===== config.mk =====
export PLATFORM = sky130hd
export DESIGN_NAME = lim_merge
export DESIGN_NICKNAME = d
export VERILOG_FILES = /design/src/rtl/lim_pkg.sv /design/src/rtl/lim_merge.sv
export SDC_FILE = /design/constraint.sdc
export NUM_CORES = 1
export LEC_CHECK = 0
export BUFFER_PORTS_ARGS = -buffer_cell sky130_fd_sc_hd__buf_2
export CAP_MARGIN = 20
export CORE_ASPECT_RATIO = 2
export CORE_MARGIN = 5
export CORE_UTILIZATION = 51
export DETAILED_ROUTE_END_ITERATION = 12
export HOLD_SLACK_MARGIN = 0.1
export PLACE_DENSITY_LB_ADDON = 0.25
export SYNTH_ARGS = -nofsm -noshare
export SYNTH_HDL_FRONTEND = slang
export SYNTH_SLANG_ARGS = --single-unit

===== constraint.sdc =====
create_clock -name aclk -period 11.89 [get_ports aclk]
set_input_delay 3.567 -clock aclk [delete_from_list [all_inputs] [get_ports aclk]]
set_output_delay 3.567 -clock aclk [all_outputs]
set_load 0.02 [all_outputs]

===== src/rtl/lim_pkg.sv =====
// Shared types, constants and the log2 helper of the stereo peak limiter.
// Used by lim_lane, lim_merge and the top level; depends on nothing.
`timescale 1ns / 1ps

package lim_pkg;

    localparam int SAMPLE_BITS_DEF       = 24;
    localparam int LOG_TABLE_ENTRIES_DEF = 1024;

    // config port
    localparam int CFG_IDX_W  = 3;
    localparam int CFG_DATA_W = 24;
    localparam logic [CFG_IDX_W-1:0] CFG_THRESHOLD = 3'd0;
    localparam logic [CFG_IDX_W-1:0] CFG_KNEE      = 3'd1;
    localparam logic [CFG_IDX_W-1:0] CFG_ATTACK    = 3'd2;
    localparam logic [CFG_IDX_W-1:0] CFG_RELEASE   = 3'd3;

    localparam logic signed [15:0] THRESHOLD_RST = -16'sd256;
    localparam logic [12:0]        KNEE_RST      = 13'd0;
    localparam logic [23:0]        ATTACK_RST    = 24'd43865;
    localparam logic [23:0]        RELEASE_RST   = 24'd9148;

    // reduction in 1/65536 dB
    localparam int RED_W    = 25;
    localparam int REPORT_W = 17;
    localparam logic signed [RED_W-1:0] FLOOR_DB  = -25'sd9437184;
    localparam logic [23:0]             FLOOR_MAG = 24'd9437184;

    localparam logic [23:0] DECAY_Q24       = 24'd16760439;
    localparam logic [18:0] DB_PER_LOG2_Q16 = 19'd394566;
    localparam logic [29:0] LOG2_PER_DB_Q32 = 30'd713378626;

    typedef struct packed {
        logic signed [15:0] threshold;
        logic [12:0]        knee;
        logic [23:0]        atk_coef;
        logic [23:0]        rel_coef;
    } lim_cfg_t;

    // log2(x / 2^30) for x in [2^30, 2^31), 24 fraction bits, by repeated squaring
    function automatic logic [23:0] frac_log2(input logic [63:0] x_in);
        logic [63:0] x;
        logic [23:0] r;
        x = x_in;
        r = '0;
        for (int b = 23; b >= 0; b--) begin
            x = (x * x) >> 30;
            if (x >= 64'h8000_0000) begin
                x    = x >> 1;
                r[b] = 1'b1;
            end
        end
        return r;
    endfunction

endpackage


===== src/rtl/lim_merge.sv =====
// Merging stage: joins both lanes, picks the deeper reduction, holds the output word.
// Depends on lim_pkg.
`timescale 1ns / 1ps

module lim_merge #(
    parameter int SAMPLE_BITS = 24,
    parameter int OUT_W       = 72
) (
    input  logic                             aclk,
    input  logic                             aresetn,
    input  logic [1:0]                       lanes_done,
    input  logic [SAMPLE_BITS-1:0]           left_in,
    input  logic [SAMPLE_BITS-1:0]           right_in,
    input  logic signed [lim_pkg::RED_W-1:0] red_left,
    input  logic signed [lim_pkg::RED_W-1:0] red_right,
    input  logic                             m_tready,
    output logic                             take,
    output logic                             m_tvalid,
    output logic [OUT_W-1:0]                 m_tdata
);

    import lim_pkg::*;

    localparam int SB = SAMPLE_BITS;

    logic                    m_tvalid_reg;
    logic [OUT_W-1:0]        m_tdata_reg;
    logic signed [RED_W-1:0] red_min;
    logic [23:0]             red_mag;
    logic [REPORT_W-1:0]     report;
    logic [OUT_W-1:0]        word_next;

    assign take    = (&lanes_done) && (!m_tvalid_reg || m_tready);
    assign red_min = (red_left < red_right) ? red_left : red_right;
    assign red_mag = 24'(-red_min);
    assign report  = REPORT_W'(-$signed({1'b0, red_mag[23:8]}));

    always_comb begin
        word_next                     = '0;
        word_next[SB-1:0]             = left_in;
        word_next[2*SB-1:SB]          = right_in;
        word_next[2*SB+REPORT_W-1:2*SB] = report;
    end

    always_ff @(posedge aclk) begin
        if (!aresetn) begin
            m_tvalid_reg <= 1'b0;
        end else if (take) begin
            m_tvalid_reg <= 1'b1;
            m_tdata_reg  <= word_next;
        end else if (m_tready) begin
            m_tvalid_reg <= 1'b0;
        end
    end

    assign m_tvalid = m_tvalid_reg;
    assign m_tdata  = m_tdata_reg;

endmodule


==> results_dict.tcl, run 1 <==
set metrics [dict create \
    multi_input_area_sq_mm 0.00167 \
    r2r-start "m_tvalid" \
    p_clk_share_pct 40.8 \
    seq_area_frac_synth_pct 52.2 \
    clock_latency_ns 0.32 \
    grt_first_pass_wirelength_um 15500 \
    arrival_ns 4.09 \
    synth_xor_area_share_pct 6.49 \
    hpwl_um 8180 \
    fp-row-count 44 \
    cts_tree "built" \
    timing.fmax_mhz 131 \
    crit_chain "buf_2 -> nand2b_1 -> nor2b_1 -> buf_2" \
    synth_top_family_by_area "simple AND/OR/NAND/NOR gates" \
    drv_slew 0 \
    htreeDepth 3 \
    grt.total_usage_pct 21.3 \
    muxShareOfSynthArea_pct 4.44 \
    synth_edf_count 65 \
    power_switching_w 0.000155 \
    vias_per_cell 5.26 \
    synth_compound_area_share_pct 7.25 \
    peakVddDrop_uv 69.8 \
    maxCapViolCount 0 \
    final.setup.tns_ns 0 \
    wire_per_inst_um 16.8 \
    min_from "m_tvalid" \
    setup_viol 0 \
    post-cts-setup-buffers 0 \
    crit_cells 4 \
    synthAdderAreaFrac_pct 8.28 \
    area_delta_synth_final_pct 32.5 \
    min_path_type "reg2reg" \
    drtIter0Drc 151 \
    synth_area_leaders "edfxtp_1 52%, ha_1 8.3%, xnor2_1 4.9%" \
    tightest_slew_ns 0.738 \
    final_cells 599 \
    syn-cell-area_sq_mm 0.00378 \
    path_common_cell "buf_2" \
    register_area_sq_mm 0.00197 \
    critPathMaxStageDelay_ns 0.15 \
    synth_top_area_share_pct 51.7 \
    cts_resized 0 \
    antenna_left 0 \
    vias 3151 \
    path_buf_inv 2 \
    p_comb_share_pct 17.4 \
    nFillCells 569 \
    die-area_sq_mm 0.00934 \
    port_buffers 169 \
    hold_violations 0 \
    cp_top_family "simple AND/OR/NAND/NOR gates" \
    cp_slowest_cell "buf_2" \
    core_area_sq_mm 0.00727 \
    crit_start "m_tready" \
    die_y_um 132 \
    synth_largest_area_cell "edfxtp_1" \
    syn_area_per_cell_sq_um 11.5 \
    synth_most_common_cell "edfxtp_1" \
    die_x_um 70.9 \
    drt_drc_violations_left 0 \
    maxSlewHeadroom_pct 50.8 \
    syn_inst 329 \
    p_sw_share_pct 23.9 \
    grt_max_degree 61 \
    place_congestion 0.887 \
    end_kind "output port" \
    first_pass_iters 4 \
    startpoint_type "input port" \
    worst-r2r-setup-slack_ns 10.09 \
    crit_path_max_fanout 2 \
    whs_path_depth 2 \
    cts-root-buf "clkbuf_16" \
    cts_buffer_depth 2 \
    power_leakage_nw 2.20 \
    cts_hold_buf 0 \
    synth_cell_types 54 \
    min_period_over_period_pct 64.4 \
    synth_seq_cells 66 \
    cts.clk_slew.worst_paths_ns 0.05 \
    n_antenna_cell 0 \
    powerDensity_mw_per_mm2 130 \
    cts-buffers-inserted 9 \
    yosys_warnings 0 \
    drive_gt1_share_pct 39.1 \
    rsz0062_at_grt "no" \
    pwr-share-seq_pct 41.7 \
    cts.sinks 66 \
    synthSimpleGateAreaFrac_pct 16.7 \
    fin_crit_ns 7.66 \
    reg2regPathDepth 4 \
    required_ns 8.32 \
    antenna_found_initial 0 \
    criticalPathCategory "in2out" \
    status "complete, no violations" \
    finalClockSkew_ns 0.00312 \
    overflow 0 \
    final_nets 632 \
    routed_wl_um 10100 \
    largest_reg_flops 65 \
    io_pins 177 \
    grt_pass1_vias 3241 \
    initial_core_util_pct 52.0 \
    dp_cells 585 \
    async_flop_share_pct 0 \
    synth_common_cells "65 x edfxtp_1, 27 x nor2_1, 25 x ha_1" \
    synth_flop_cell "edfxtp_1" \
    p_int_w 0.000493 \
]
## final timing paths
path	to
max	take
min	m_tvalid
max reg2reg	m_tdata[51]
min reg2reg	m_tvalid
## tightest hold or removal path, stage by stage, from the launching register on
cell	delay, ns
dfxtp_1	0.31
nand2b_1	0.07
a21boi_0	0.07
## power groups by stage
| stage | combinational, W | sequential (W) | clock (W) |
|---|---|---|---|
| final | 0.000113 | 0.000270 | 0.000265 |
| after global routing | 0.000125 | 0.000271 | 0.000279 |
| after CTS | 0.000114 | 0.000271 | 0.000269 |
| after detailed placement | 0.000113 | 0.000275 | 0 |
| after global placement | 0.000111 | 0.000274 | 0 |
| after floorplan | 0.0000606 | 0.000285 | 0 |
## layout by cell type, fill, tap and decap left out, drive strengths merged, types with 10 or more instances in the layout
master  instances
buf           171
edfxtp         65
nor2           27
ha             25
inv            25
nand2          22
xnor2          21
a21oi          20
o21ai          14
mux2i          10
nand4          10
nand3          10
clkbuf         10
## metal layers
| metal | global-route usage [%] | vias to the layer above | share of wire [%] |
|---|---|---|---|
| li1 | - | 1547 | - |
| met1 | 19.4 | 1441 | 32 |
| met2 | 41.2 | 136 | 57 |
| met3 | 4.96 | 27 | 7.0 |
| met4 | 11.5 | 0 | 3.7 |
| met5 | 0 | - | 0 |
## stage by stage
step	area, sq um	worst slack [ns]	total power [W]	hold slack (ns)	util [%]
floorplan	3800	4.16	0.000346	0.567	-
global placement	4710	4.25	0.000385	0.484	64.8
detailed placement	4710	4.23	0.000388	0.503	64.8
CTS	5000	4.23	0.000654	0.510	68.9
global route	5000	4.20	0.000675	0.564	68.9
finish	5000	4.23	0.000648	0.502	68.9
## logic make-up (layout without fill, tap and decap cells)
| family | after synthesis | in the layout |
|---|---|---|
| buffers and inverters | 38 | 210 |
| xor gates and xnor gates | 28 | 28 |
| muxes | 15 | 15 |
| other | 1 | 7 |
| DFF | 66 | 66 |
| adders and majority gates | 25 | 25 |
| AOI/OAI and AO/OA | 46 | 46 |
| and+or+nand+nor | 110 | 110 |
## layout make-up
type | instances | area share (%)
timing repair buffer | 171 | 17.2
tap | 92 | 2.30
inverter | 25 | 1.88
clock inverter | 4 | 1.38
multi-input combinational | 231 | 33.3
clock buffer | 10 | 4.58
sequential | 66 | 39.4
Note: power is estimated with default switching activity, not from simulation.
==> run 2: changes to the inputs <==
- ABC_AREA: default -> 1
- CORE_UTILIZATION: 51 -> 44
- clock period: 11.89 -> 6.3 ns (I/O delays scaled with it)
==> results_dict.tcl, run 2 <==
set metrics [dict create \
    p_clk_share_pct 35.0 \
    p_sw_share_pct 29.3 \
    io_pins 177 \
    syn_inst 493 \
    seq_area_frac_synth_pct 46.1 \
    arrival_ns 4.93 \
    wire_per_inst_um 12.9 \
    cts_tree "built" \
    overflow 0 \
    synth_edf_count 65 \
    grt_max_degree 40 \
    setup_viol 0 \
    end_kind "flip-flop" \
    cts-buffers-inserted 9 \
    power_switching_w 0.000381 \
    synth_seq_cells 66 \
    dp_cells 790 \
    syn_area_per_cell_sq_um 8.67 \
    synth_area_leaders "edfxtp_1 46%, nand2_1 14%, ha_1 7.3%" \
    peakVddDrop_uv 131 \
    die-area_sq_mm 0.0119 \
    synth_common_cells "165 x nand2_1, 68 x inv_1, 65 x edfxtp_1" \
    largest_reg_flops 65 \
    maxCapViolCount 0 \
    yosys_warnings 0 \
    place_congestion 0.947 \
    routed_wl_um 10400 \
    clock_latency_ns 0.32 \
    hold_violations 0 \
    final_nets 798 \
    criticalPathCategory "in2reg" \
    fin_crit_ns 4.86 \
    fp-row-count 51 \
    cts_resized 0 \
    port_buffers 169 \
    layout_commonest_cell "buf_2" \
    hpwl_um 9030 \
    powerDensity_mw_per_mm2 235 \
    pwr-share-seq_pct 39.2 \
    die_x_um 79.7 \
    finalClockSkew_ns 0.00528 \
    drv_slew 0 \
    synth_top_area_share_pct 45.7 \
    core_area_sq_mm 0.00964 \
    cts.clk_slew.worst_paths_ns 0.05 \
    startpoint_type "input port" \
    antenna_left 0 \
    drt_drc_violations_left 0 \
    vias 3745 \
    grt_pass1_vias 3611 \
    crit_path_max_fanout 26 \
    area_delta_synth_final_pct 29.3 \
    required_ns 6.37 \
    final.setup.tns_ns 0 \
    post-cts-setup-buffers 0 \
    vias_per_cell 4.64 \
    synth_largest_area_cell "edfxtp_1" \
    final_cell_mix "169 x buf_2, 165 x nand2_1, 68 x inv_1" \
    post-place-ws_ns 1.04 \
    cts_buffer_depth 2 \
    power_leakage_nw 2.84 \
    setup_ws_ns 1.44 \
    drtIter0Drc 124 \
    cts.sinks 66 \
    stdcell_area_sq_mm 0.00553 \
    syn-cell-area_sq_mm 0.00427 \
    timing.fmax_mhz 206 \
    rsz0062_at_grt "no" \
    p_total_w 0.00130 \
    die_y_um 149 \
    drive_gt1_share_pct 36.4 \
    placedInstanceArea_sq_mm 0.00523 \
    n_antenna_cell 0 \
    p_comb_share_pct 25.7 \
    p_int_w 0.000920 \
    final_cells 807 \
    async_flop_share_pct 0 \
    cts_hold_buf 0 \
    cts-root-buf "clkbuf_16" \
    min_path_type "reg2reg" \
    first_pass_iters 4 \
    antenna_found_initial 0 \
    min_period_over_period_pct 77.1 \
    synth_flop_cell "edfxtp_1" \
    grt.total_usage_pct 17.1 \
    htreeDepth 3 \
    grt_first_pass_wirelength_um 15900 \
    status "complete, no violations" \
    initial_core_util_pct 44.4 \
    synth_most_common_cell "nand2_1" \
    nFillCells 898 \
    synth_cell_types 31 \
]
run 2: cell count changes after synthesis, sizes merged, moves of 7 or more:
| cell | change |
|---|---|
| a21oi | -10 |
| and3 | -7 |
| inv | +46 |
| mux2i | -10 |
| nand2 | +175 |
| nand3 | +27 |
| nor2 | +15 |
| o21ai | -8 |
| xnor2 | -20 |
run 2: critical path, stage by stage:
cell     delay [ns]
buf_2          0.11
inv_1          0.07
ha_1           0.29
a21o_1         0.18
nor2_1         0.09
nand3_1        0.15
nand2_2        0.14
nand3_2        0.09
nand2_2        0.15
nand2_4        0.19
nand2_1        0.10
nand2_1        0.09
nor2_2         0.24
nand2_4        0.12
nand2_1        0.12
ha_1           0.21
nand2_1        0.08
nor2_2         0.13
nand3_1        0.14
nor2_4         0.17
nand2_1        0.06
nand2_1        0.06
nand2_1        0.06
run 2: layout make-up:
cell class	count	area (sq um)	share of cell area, %
timing repair buffer	171	873	15.8
sequential	66	1970	35.7
inverter	71	267	4.82
clock buffer	12	236	4.28
multi-input combinational	351	1970	35.7
tap	132	165	2.99
clock inverter	4	42.5	0.770
run 2: path summary, 6_finish.rpt:
| check | end | start | depth (start not counted) | slack [ns] |
|---|---|---|---|---|
| worst max-delay path | m_tdata[60] | red_right[8] | 23 | 1.44 |
| worst min-delay path | m_tvalid | m_tvalid | 2 | 0.49 |
| worst max register to register | m_tdata[42] | m_tvalid | 5 | 4.62 |
| worst min register to register | m_tvalid | m_tvalid | 2 | 0.49 |
run 2: cell families (layout without fill, tap and decap cells):
family | after synthesis | count (layout) | synth area share (%)
and+or+nand+nor | 291 | 291 | 33.8
buffers and inverters | 82 | 258 | 8.43
DFF | 66 | 66 | 46.1
adders and majority gates | 25 | 25 | 7.32
AOI/OAI and AO/OA | 18 | 18 | 2.22
xor gates and xnor gates | 10 | 10 | 2.05
other | 1 | 7 | 0.0877
run 2: routing by layer:
| layer | vias up | part of all wire (%) | global-route usage, % |
|---|---|---|---|
| met5 | - | 0 | 0 |
| met4 | 0 | 2.5 | 8.00 |
| met3 | 18 | 7.4 | 2.42 |
| met2 | 160 | 56 | 34.5 |
| met1 | 1644 | 34 | 16.0 |
| li1 | 1923 | - | - |
run 2: per-stage QoR:
step	hold slack (ns)	util [%]
6_report	0.493	57.4
3_3_place_gp	0.465	54.3
2_1_floorplan	0.544	-
5_1_grt	0.524	57.4
3_5_place_dp	0.486	54.3
4_1_cts	0.493	57.2
run 2: power by group through the flow:
| stage | logic, W | clock network (W) | registers, W |
|---|---|---|---|
| 2_1_floorplan | 0.000230 | 0 | 0.000540 |
| 3_3_place_gp | 0.000329 | 0 | 0.000519 |
| 3_5_place_dp | 0.000335 | 0 | 0.000519 |
| 4_1_cts | 0.000336 | 0.000465 | 0.000511 |
| 5_1_grt | 0.000375 | 0.000485 | 0.000511 |
| 6_report | 0.000335 | 0.000456 | 0.000510 |
